### config.mk
export PLATFORM = sky130hd
export DESIGN_NAME = lbs_queue
export DESIGN_NICKNAME = d
export VERILOG_FILES = /design/src/sv/assert_macros.svh /design/src/sv/lbs_pkg.sv /design/src/sv/lbs_queue.sv
export SDC_FILE = /design/constraint.sdc
export NUM_CORES = 1
export LEC_CHECK = 0
export ABC_AREA = 1
export BUFFER_PORTS_ARGS = -buffer_cell sky130_fd_sc_hd__buf_4
export CORE_AREA = 3 3 201 203
export CTS_BUF_LIST = sky130_fd_sc_hd__clkbuf_8
export CTS_CLUSTER_SIZE = 20
export DETAILED_ROUTE_END_ITERATION = 8
export DIE_AREA = 0 0 204 206
export PLACE_DENSITY = 0.7
export SLEW_MARGIN = 25
export SYNTH_ARGS = -nofsm -noshare
export SYNTH_HDL_FRONTEND = slang
export SYNTH_SLANG_ARGS = --single-unit
### constraint.sdc
create_clock -name i_clk -period 27.9 [get_ports i_clk]
set_clock_uncertainty 0.15 [all_clocks]
set_input_delay 2.79 -clock i_clk [delete_from_list [all_inputs] [get_ports i_clk]]
set_output_delay 2.79 -clock i_clk [all_outputs]
set_load 0.01 [all_outputs]
### src/sv/assert_macros.svh
// Assertion macros shared by the skinning unit.
`ifndef ASSERT_MACROS_SVH
`define ASSERT_MACROS_SVH
// Checks that a condition implies another on the same edge.
`define ASSERT_IMPLIES(label, clk, rst_n, a, b) \
    label: assert property (@(posedge clk) disable iff (!rst_n) (a) |-> (b)) \
        else $error("%m: implication failed");
// Checks that a condition implies another on the next edge.
`define ASSERT_NEXT(label, clk, rst_n, a, b) \
    label: assert property (@(posedge clk) disable iff (!rst_n) (a) |=> (b)) \
        else $error("%m: next-cycle implication failed");
`endif

### src/sv/lbs_pkg.sv
// Package of types and constants for the linear blend skinning unit.
package lbs_pkg;
    localparam int unsigned BonesDefault      = 256;
    localparam int unsigned InfluencesDefault = 8;
    localparam int unsigned WordsPerBone      = 12;
    localparam logic [15:0] ThresholdReset    = 16'd33;
    localparam int unsigned QueueDepth        = 2;

    localparam logic FUNC_LOAD   = 1'b0;
    localparam logic FUNC_WEIGHT = 1'b1;

    typedef struct packed {
        logic               func;
        logic [7:0]         bone;
        logic [3:0]         word_index;
        logic signed [31:0] word_value;
        logic signed [31:0] pos_x;
        logic signed [31:0] pos_y;
        logic signed [31:0] pos_z;
        logic signed [31:0] nrm_x;
        logic signed [31:0] nrm_y;
        logic signed [31:0] nrm_z;
        logic [15:0]        weight;
        logic               last_weight;
    } t_item;

    // Classified command handed from the front part to the back part.
    typedef struct packed {
        logic               is_load;    // load item, written only if its word is in range
        logic               active;     // weight contributes
        logic               zero_mat;   // bone out of range: all-zero matrix
        logic               emit;       // last item of the vertex
        logic [7:0]         bone;
        logic [3:0]         word_index;
        logic signed [31:0] word_value;
        logic [2:0][31:0]   pos;        // three signed coordinates
        logic [2:0][31:0]   nrm;        // three signed coordinates
        logic [15:0]        weight;
    } t_cmd;

    typedef enum logic [2:0] {
        ST_IDLE, ST_ROW, ST_ACC, ST_OUT, ST_HOLD
    } t_state;

    typedef struct packed {
        logic signed [31:0] pos_x;
        logic signed [31:0] pos_y;
        logic signed [31:0] pos_z;
        logic signed [31:0] nrm_x;
        logic signed [31:0] nrm_y;
        logic signed [31:0] nrm_z;
        logic [3:0]         weights_used;
    } t_result;

    function automatic logic signed [31:0] sat32(input logic signed [65:0] v);
        if (v > 66'sd2147483647) return 32'sh7fffffff;
        if (v < -66'sd2147483648) return 32'sh80000000;
        return v[31:0];
    endfunction
endpackage

### src/sv/lbs_queue.sv
// Short command queue between the front and back parts.
module lbs_queue import lbs_pkg::*; (
    input  logic i_clk,
    input  logic i_rst_n,
    input  logic i_valid,
    input  t_cmd i_cmd,
    output logic o_ready,
    output logic o_valid,
    output t_cmd o_cmd,
    input  logic i_ready
);
    t_cmd       r_mem [QueueDepth];
    logic       r_wp, r_rp;
    logic [1:0] r_cnt;
    logic       wr, rd;

    assign o_ready = r_cnt != 2'(QueueDepth);
    assign o_valid = r_cnt != 2'd0;
    assign o_cmd   = r_mem[r_rp];
    assign wr      = i_valid & o_ready;
    assign rd      = o_valid & i_ready;

    always_ff @(posedge i_clk) begin
        if (wr) r_mem[r_wp] <= i_cmd;
    end

    always_ff @(posedge i_clk) begin
        if (!i_rst_n) begin
            r_wp  <= 1'b0;
            r_rp  <= 1'b0;
            r_cnt <= '0;
        end else begin
            if (wr) r_wp <= ~r_wp;
            if (rd) r_rp <= ~r_rp;
            r_cnt <= r_cnt + 2'(wr) - 2'(rd);
        end
    end
endmodule

==> results.json <==
{
  "wl_per_cell_um": 21.5,
  "seq_area_um2": 15500,
  "rows": 72,
  "start_util": 0.487,
  "p_leak_uw": 0.00928,
  "layout.nets": 1677,
  "netlist_instances": 832,
  "maxSlewViolCount": 0,
  "nFillCells": 2691,
  "cp_max_fo": 74,
  "total_power_uw": 2110,
  "ios": 518,
  "cts.clk_slew.worst_paths_ns": 0.06,
  "worst_setup_path_start_kind": "flop",
  "max_stage_delay_ns": 0.86,
  "root_buffer": "clkbuf_8",
  "synth_compound_area_frac": 0.000532,
  "synth_top_family_by_area": "multiplexers",
  "fmax_ghz": 0.152,
  "max_slew_margin": 0.323,
  "grt_pass1_wl_um": 61100,
  "period_needed_ns": 6.59,
  "drc": 0,
  "cp_common_cell": "buf_4",
  "grt_max_degree": 136,
  "critical_path_class": "reg2out",
  "cts_tree": "done",
  "max-vdd-ir-drop_uv": 62.6,
  "syn_area_per_cell_um2": 22.6,
  "yosys_warnings": 0,
  "endpoint_kind": "output port",
  "period_share": 0.236,
  "status": "complete, no violations",
  "cts_resized": 0,
  "multi_input_area_um2": 3000,
  "cts_setup_buffers": 0,
  "viasPerCell": 4.93,
  "insertion_delay_ns": 0.60,
  "core-area_um2": 38600,
  "drt_pre_antenna_iters": 4,
  "first_iter_violations": 605,
  "postRouteAntennaNets": 0,
  "muxShareOfSynthArea": 0.153,
  "netlist_area_um2": 18800,
  "ctsLongestPathBuffers": 3,
  "tightest_slew_ns": 1.02,
  "overflow": 0,
  "dp_hpwl_um": 29300,
  "finalSetupViolations": 0,
  "area_growth_pct": 30.7,
  "synthAdderAreaFrac": 0.00133,
  "vias": 9823,
  "cts_hold_buf": 0,
  "synth_most_common_cell": "edfxtp_1",
  "drive_gt1_frac": 0.596,
  "synth.ff_latch_count": 517,
  "die_area_um2": 42000,
  "worst-endpoint-required_ns": 24.96,
  "cp_cell_sequence": "buf_4, buf_4, mux2_2, buf_4",
  "setup_ws_ns": 21.31,
  "ys_seq_area_frac": 0.823,
  "maxCapViolCount": 0,
  "synth_top_cell_area_share": 0.818,
  "syn_nets": 1094,
  "routabilityCongestion": 0.824,
  "htree_levels": 3,
  "synth_edf_count": 512,
  "synth_area_leaders": "edfxtp_1 (82%), mux2_2 (15%), buf_6 (1.6%)",
  "track_usage": 0.195,
  "grt_pass1_vias": 10476,
  "ys_top_cells_by_count": "edfxtp_1 (512), mux2_2 (256), buf_6 (26)",
  "cts_buffers": 82,
  "port_buffers": 517,
  "synth_area_leader_cell": "edfxtp_1",
  "pwr_density_cell_nw_per_um2": 86.0,
  "hold_class": "reg2reg",
  "synthSimpleGateAreaFrac": 0.00419,
  "rsz0062_at_grt": "false",
  "crit_arrival_ns": 3.65,
  "pre_cts_ws_ns": 21.96,
  "wl_um": 42800,
  "yosysUniqueCellTypes": 12,
  "die_h_um": 206,
  "die_w_um": 204,
  "tns_ns": 0,
  "cts_num_sinks": 517,
  "synth_flop_cell": "edfxtp_1",
  "cpMaxStageDelayCell": "buf_4",
  "antenna_found_initial": 2,
  "finalHoldViolCount": 0,
  "async_reset_ff_frac": 0,
  "synth_xor_area_frac": 0
}
-- placed cells by master (no fill, tap or decap) --
cell        n
mux2_2    256
buf_16      1
clkbuf_8   86
nand2_1     9
a21oi_1     2
diode_2     1
inv_1      47
dfxtp_1     4
nand3_1     3
nor2_4      1
ha_1        2
dfxtp_4     1
buf_4     525
buf_6       1
edfxtp_1  512
clkinv_2    3
inv_6       4
clkinv_1   10
nor2_1      7
inv_8       1
-- path summary, 6_finish.rpt --
path	start	end	slack, ns	cells after the start
setup / recovery	flop	o_cmd[177]	21.31	4
hold / removal	r_rp$_SDFFE_PN0P_	r_rp$_SDFFE_PN0P_	0.35	2
setup reg to reg	r_cnt[0]$_SDFF_PN0_	r_mem[0][119]$_DFFE_PP_	24.82	6
hold reg to reg	r_rp$_SDFFE_PN0P_	r_rp$_SDFFE_PN0P_	0.35	2
-- metrics by stage --
step | area [um^2] | hold WS [ns] | utilization | instances
floorplan | 18800 | 0.317 | - | 832
global placement | 23100 | 0.328 | 0.598 | 1848
detailed placement | 23100 | 0.342 | 0.598 | 1848
CTS | 24500 | 0.354 | 0.635 | 1992
global route | 24600 | 0.410 | 0.636 | 1994
finish | 24600 | 0.348 | 0.636 | 1994
-- worst max-delay path: cells and delay by family (launching register included) --
family,cells,cell delay (ns)
muxes,1,0.43
DFF,1,0.67
buffers and inverters,3,1.79
-- sequential cells by signal, indices dropped and copies added, names as in the netlist, named ones only --
name / flops
r_rp: 1
r_mem: 512
r_cnt: 2
r_wp: 1
-- cells by family after synthesis --
group / Yosys count
buffers and inverters: 35
AND/OR/NAND/NOR: 20
AO/OA/AOI/OAI: 2
adder cells (fa/ha/maj): 2
multiplexers: 256
flip-flops: 517
-- metal layers --
layer	share of wire	vias to the layer above	global-route usage
met5	0.00023	-	0
li1	-	4483	-
met2	0.52	415	0.333
met1	0.35	4843	0.216
met3	0.097	80	0.0841
met4	0.033	2	0.0799
-- power breakdown --
part | leakage [uW] | switching (uW) | internal, uW
clock network | 0.000882 | 274 | 284
registers | 0.00482 | 31.2 | 984
logic | 0.00358 | 267 | 272
total | 0.00928 | 572 | 1540
-- final cells by class --
class / instances / area share
Timing Repair Buffer: 527 / 0.162
Tap cell: 518 / 0.0264
Multi-Input combinational cell: 280 / 0.122
Clock inverter: 58 / 0.00983
Antenna cell: 1 / 0.000102
Inverter: 7 / 0.00137
Sequential cell: 517 / 0.630
Clock buffer: 86 / 0.0482
No activity file was read; power rests on OpenSTA's default activity.
