[src/sv/assert_macros.svh]
// Assertion macros shared by the skinning unit.
`ifndef ASSERT_MACROS_SVH
`define ASSERT_MACROS_SVH
// Checks that a condition implies another on the same edge.
`define ASSERT_IMPLIES(label, clk, rst_n, a, b) \
    label: assert property (@(posedge clk) disable iff (!rst_n) (a) |-> (b)) \
        else $error("%m: implication failed");
// Checks that a condition implies another on the next edge.
`define ASSERT_NEXT(label, clk, rst_n, a, b) \
    label: assert property (@(posedge clk) disable iff (!rst_n) (a) |=> (b)) \
        else $error("%m: next-cycle implication failed");
`endif

[src/sv/lbs_pkg.sv]
// Package of types and constants for the linear blend skinning unit.
package lbs_pkg;
    localparam int unsigned BonesDefault      = 256;
    localparam int unsigned InfluencesDefault = 8;
    localparam int unsigned WordsPerBone      = 12;
    localparam logic [15:0] ThresholdReset    = 16'd33;
    localparam int unsigned QueueDepth        = 2;

    localparam logic FUNC_LOAD   = 1'b0;
    localparam logic FUNC_WEIGHT = 1'b1;

    typedef struct packed {
        logic               func;
        logic [7:0]         bone;
        logic [3:0]         word_index;
        logic signed [31:0] word_value;
        logic signed [31:0] pos_x;
        logic signed [31:0] pos_y;
        logic signed [31:0] pos_z;
        logic signed [31:0] nrm_x;
        logic signed [31:0] nrm_y;
        logic signed [31:0] nrm_z;
        logic [15:0]        weight;
        logic               last_weight;
    } t_item;

    // Classified command handed from the front part to the back part.
    typedef struct packed {
        logic               is_load;    // load item, written only if its word is in range
        logic               active;     // weight contributes
        logic               zero_mat;   // bone out of range: all-zero matrix
        logic               emit;       // last item of the vertex
        logic [7:0]         bone;
        logic [3:0]         word_index;
        logic signed [31:0] word_value;
        logic [2:0][31:0]   pos;        // three signed coordinates
        logic [2:0][31:0]   nrm;        // three signed coordinates
        logic [15:0]        weight;
    } t_cmd;

    typedef enum logic [2:0] {
        ST_IDLE, ST_ROW, ST_ACC, ST_OUT, ST_HOLD
    } t_state;

    typedef struct packed {
        logic signed [31:0] pos_x;
        logic signed [31:0] pos_y;
        logic signed [31:0] pos_z;
        logic signed [31:0] nrm_x;
        logic signed [31:0] nrm_y;
        logic signed [31:0] nrm_z;
        logic [3:0]         weights_used;
    } t_result;

    function automatic logic signed [31:0] sat32(input logic signed [65:0] v);
        if (v > 66'sd2147483647) return 32'sh7fffffff;
        if (v < -66'sd2147483648) return 32'sh80000000;
        return v[31:0];
    endfunction
endpackage

[src/sv/lbs_front.sv]
// Front part: accepts items, tracks vertex state and classifies items into commands.
module lbs_front import lbs_pkg::*; #(
    parameter int unsigned BONES      = BonesDefault,
    parameter int unsigned INFLUENCES = InfluencesDefault
) (
    input  logic        i_clk,
    input  logic        i_rst_n,
    input  logic        i_valid,
    input  t_item       i_item,
    input  logic [15:0] i_threshold,
    output logic        o_ready,
    output logic        o_cmd_valid,
    output t_cmd        o_cmd,
    input  logic        i_cmd_ready
);
    logic       r_stopped, n_stopped;
    logic [4:0] r_count, n_count;
    logic       take;
    logic       act;

    assign o_ready     = i_cmd_ready;
    assign take        = i_valid & i_cmd_ready;
    assign o_cmd_valid = i_valid;

    always_comb begin
        act = (i_item.func == FUNC_WEIGHT) && !r_stopped
              && (r_count < 5'(INFLUENCES)) && (i_item.weight >= i_threshold);
        o_cmd.is_load    = (i_item.func == FUNC_LOAD);
        o_cmd.active     = act;
        o_cmd.zero_mat   = 32'(i_item.bone) >= BONES;
        o_cmd.emit       = (i_item.func == FUNC_WEIGHT) && i_item.last_weight;
        o_cmd.bone       = i_item.bone;
        o_cmd.word_index = i_item.word_index;
        o_cmd.word_value = i_item.word_value;
        o_cmd.pos[0]     = i_item.pos_x;
        o_cmd.pos[1]     = i_item.pos_y;
        o_cmd.pos[2]     = i_item.pos_z;
        o_cmd.nrm[0]     = i_item.nrm_x;
        o_cmd.nrm[1]     = i_item.nrm_y;
        o_cmd.nrm[2]     = i_item.nrm_z;
        o_cmd.weight     = i_item.weight;
        n_stopped = r_stopped;
        n_count   = r_count;
        if (i_item.func == FUNC_WEIGHT) begin
            if (!r_stopped && r_count < 5'(INFLUENCES)) begin
                if (i_item.weight < i_threshold) n_stopped = 1'b1;
                else n_count = r_count + 5'd1;
            end
            if (i_item.last_weight) begin
                n_stopped = 1'b0;
                n_count   = '0;
            end
        end
    end

    always_ff @(posedge i_clk) begin
        if (!i_rst_n) begin
            r_stopped <= 1'b0;
            r_count   <= '0;
        end else if (take) begin
            r_stopped <= n_stopped;
            r_count   <= n_count;
        end
    end
endmodule

[config.mk]
export PLATFORM = sky130hd
export DESIGN_NAME = lbs_front
export DESIGN_NICKNAME = d
export VERILOG_FILES = /design/src/sv/assert_macros.svh /design/src/sv/lbs_pkg.sv /design/src/sv/lbs_front.sv
export SDC_FILE = /design/constraint.sdc
export NUM_CORES = 1
export LEC_CHECK = 0
export ABC_AREA = 1
export BUFFER_PORTS_ARGS = -buffer_cell sky130_fd_sc_hd__buf_2
export CAP_MARGIN = 25
export CORE_AREA = 2 2 207 209
export CTS_BUF_LIST = sky130_fd_sc_hd__clkbuf_4 sky130_fd_sc_hd__clkbuf_8
export DETAILED_ROUTE_END_ITERATION = 8
export DIE_AREA = 0 0 209 211
export SYNTH_ARGS = -nofsm -noshare
export SYNTH_HDL_FRONTEND = slang
export SYNTH_SLANG_ARGS = --single-unit
export TNS_END_PERCENT = 100
[constraint.sdc]
create_clock -name i_clk -period 5.2 [get_ports i_clk]
set_input_delay 1.04 -clock i_clk [delete_from_list [all_inputs] [get_ports i_clk]]
set_output_delay 1.04 -clock i_clk [all_outputs]
set_load 0.005 [all_outputs]
==> impl_results.md <==
* Status: finished, final reports clean
* Fillers at 4935
* Critical Path Max Stage Delay at 370 ps
* 1st-iter DRT viols at 38
* Buf+Inv Stages, Crit Path at 6
* Multi-input logic area at 573 µm²
* Cell family with most CP delay: simple AND/OR/NAND/NOR gates
* CTS max path bufs at 2
* Num CTS Buffers at 3
* CP Capture Type: output port
* Io pins at 532
* Setup bufs post-CTS at 0
* Synth Area per Inst at 7.09 µm²
* FP Rows at 75
* Clk_lat worst skew at 220 ps
* Netlist Area Pre-Place at 0.00275 mm²
* Via-to-Cell Ratio at 1.94
* TritonCTS clock tree: yes
* CP Cell Sequence: buf_2 > inv_1 > ha_1 > nand2_2 > inv_1 > nand2_1 > nand2_1 > a21oi_1 > nand3_2 > inv_1 > nand2_1 > nand3b_1 > inv_1 > buf_2
* Final wirelength at 9260 µm
* Syn-to-layout area delta at -33.3%
* Crit path required time at 4160 ps
* Slew Viols, Final at 0
* Setup TNS at 0 ps
* NetSw at 0.0671 mW
* Register area share after synthesis at 4.37%
* DPL Wire Length at 8130 µm
* Tmin final at 3760 ps
* Max VDD drop at 0.135 mV
* Count of final hold-check violations at 0
* Leakage at 0.766 nW
* Die ar. at 0.0441 mm²
* RSZ-0062 raised after global routing: no
* Ys Warns at 0
* Layout cells sized above 1 at 36.8%
* Avg WL per Cell at 12.6 µm
* # clock sinks at 6
* CP Class: in2out
* Clock-pin slew on the worst setup and hold paths at 30 ps
* Final worst path period share at 72.3%
* Sequential Power Share at 24.6%
* Crit start category: primary input
* Minimum hold slack at 445 ps
* Min-delay worst type: reg2reg
* Post-DRT Antenna Nets at 0
* Critical path arrival at 2720 ps
* First-pass iteration count of the detailed router at 4
* Maxcap violations at 0
* Port Buffers at 58
* Via Count at 1417
* Seq cells post-synth at 6
* DRC viols at 0
* Syn nets at 679
* Clk_skew at 1.79 ps
* Clock share of power at 34.6%
* Core area at 0.0418 mm²
* Initial antenna violation count at 0
* Fmax at 266 MHz
* Clock Tree Root: clkbuf_8
* Unique masters post-synth at 18
* Clock H-tree levels at 1
* First-pass GRT wire length at 11500 µm
* Crit path max-delay cell type: a21oi_1
* GRT Util Overall at 3.92%
* # resized after CTS at 0
* Power Dens Cells at 108 mW/mm²
* Final Power at 0.198 mW
* Vias in the first global route at 1446
* CTS Hold Bufs at 0
* Global route total overflow at 0
* Sequential cell area at 120 µm²
* Critical path's most frequent cell: inv_1
* Gpl congestion at 0.609
* Die height at 211 µm
* Net Sw Frac at 33.8%
* Initial Util at 6.59%
* Critical Path Fanout Max at 3
* Antenna Cells at 0
* Internal at 0.131 mW
* Comb pwr share at 40.7%
* Synthesized instance count at 388
* Final setup viols at 0
* Layout Nets at 486
* DIE WIDTH at 209 µm
* Largest net degree at the start of global routing at 8
metrics by stage:
stage	setup slack [ps]	std cells	util [%]	cell area, µm²
global placement	1300	729	4.29	1790
floorplan	1970	388	-	2750
detailed placement	1250	729	4.29	1790
global route	1120	732	4.39	1830
finish	1440	732	4.39	1830
CTS	1240	732	4.39	1830
layout make-up:
class	instances	area share (%)
clock buffer	3	2.25
inverter	36	7.37
multi-input combinational	90	31.2
sequential	6	6.55
tap	539	36.8
timing repair buffer	58	15.8
cells in the mapped netlist:
| cell | number | area [µm²] |
|---|---|---|
| buf_4 | 256 | 1920 |
| inv_1 | 36 | 135 |
| nand2_1 | 30 | 113 |
| ha_1 | 17 | 213 |
| a21oi_1 | 10 | 50.1 |
| nand3_1 | 10 | 50.1 |
| dfxtp_1 | 6 | 120 |
| nor2_1 | 6 | 22.5 |
| nand2_2 | 5 | 31.3 |
| nand4_1 | 2 | 12.5 |
| nor2_4 | 2 | 22.5 |
| o21ai_0 | 2 | 10.0 |
| a21oi_4 | 1 | 16.3 |
| conb_1 | 1 | 3.75 |
| nand3_2 | 1 | 10.0 |
| nand3b_1 | 1 | 7.51 |
| nor2_2 | 1 | 6.26 |
| nor3_1 | 1 | 5.00 |
flip-flops by register name, summed over array words and instances, names as in the netlist:
name / flops
r_stopped: 1
r_count: 5
cells by family after synthesis:
family | Yosys count | share of synthesized area, %
buf+inv | 292 | 74.8
simple gates | 59 | 10.2
fa+ha+maj | 17 | 7.73
compound gates | 13 | 2.78
flops | 6 | 4.37
other cells | 1 | 0.136
layout by cell type, fill, tap and decap left out:
master | Yosys | final
ha_1 | 17 | 17
nand4_1 | 2 | 2
nand3b_1 | 1 | 1
a21oi_1 | 10 | 10
clkbuf_8 | 0 | 3
dfxtp_1 | 6 | 6
nand2_2 | 5 | 5
nor2_4 | 2 | 2
nand3_2 | 1 | 1
nand3_1 | 10 | 10
nand2_1 | 30 | 30
nor2_1 | 6 | 6
conb_1 | 1 | 1
nor2_2 | 1 | 1
buf_2 | 0 | 58
o21ai_0 | 2 | 2
nor3_1 | 1 | 1
a21oi_4 | 1 | 1
inv_1 | 36 | 36
routing by layer:
metal / wire length, µm / vias up / GRT usage (%)
li1: - / 530 / -
met3: 1720 / 132 / 2.54
met4: 1580 / 0 / 6.75
met1: 2420 / 505 / 2.97
met2: 3540 / 250 / 5.26
met5: 0 / - / 0
power by group through the flow:
stage	logic, mW	registers, mW	clock network [mW]
after floorplan	0.198	0.0493	0
after global placement	0.0843	0.0494	0
after detailed placement	0.0854	0.0496	0
after CTS	0.0858	0.0489	0.0702
after global routing	0.0954	0.0491	0.0721
final	0.0809	0.0489	0.0687
path summary, 6_finish.rpt:
kind                    from          to  slack [ps]  cells past startpoint
min               r_count[4]  r_count[4]         440                      2
max          i_threshold[15]  o_cmd[254]        1440                     14
max reg2reg       r_count[3]  r_count[0]        3900                      6
min reg2reg       r_count[4]  r_count[4]         440                      2
worst reg2reg max path, stage by stage (launching register included):
cell and delay [ps]:
dfxtp_1 300, inv_1 80, nand3_1 140, a21oi_4 260, nand2_1 170, a21oi_1 180, nor2_1 70
(Power assumes the default switching activity.)
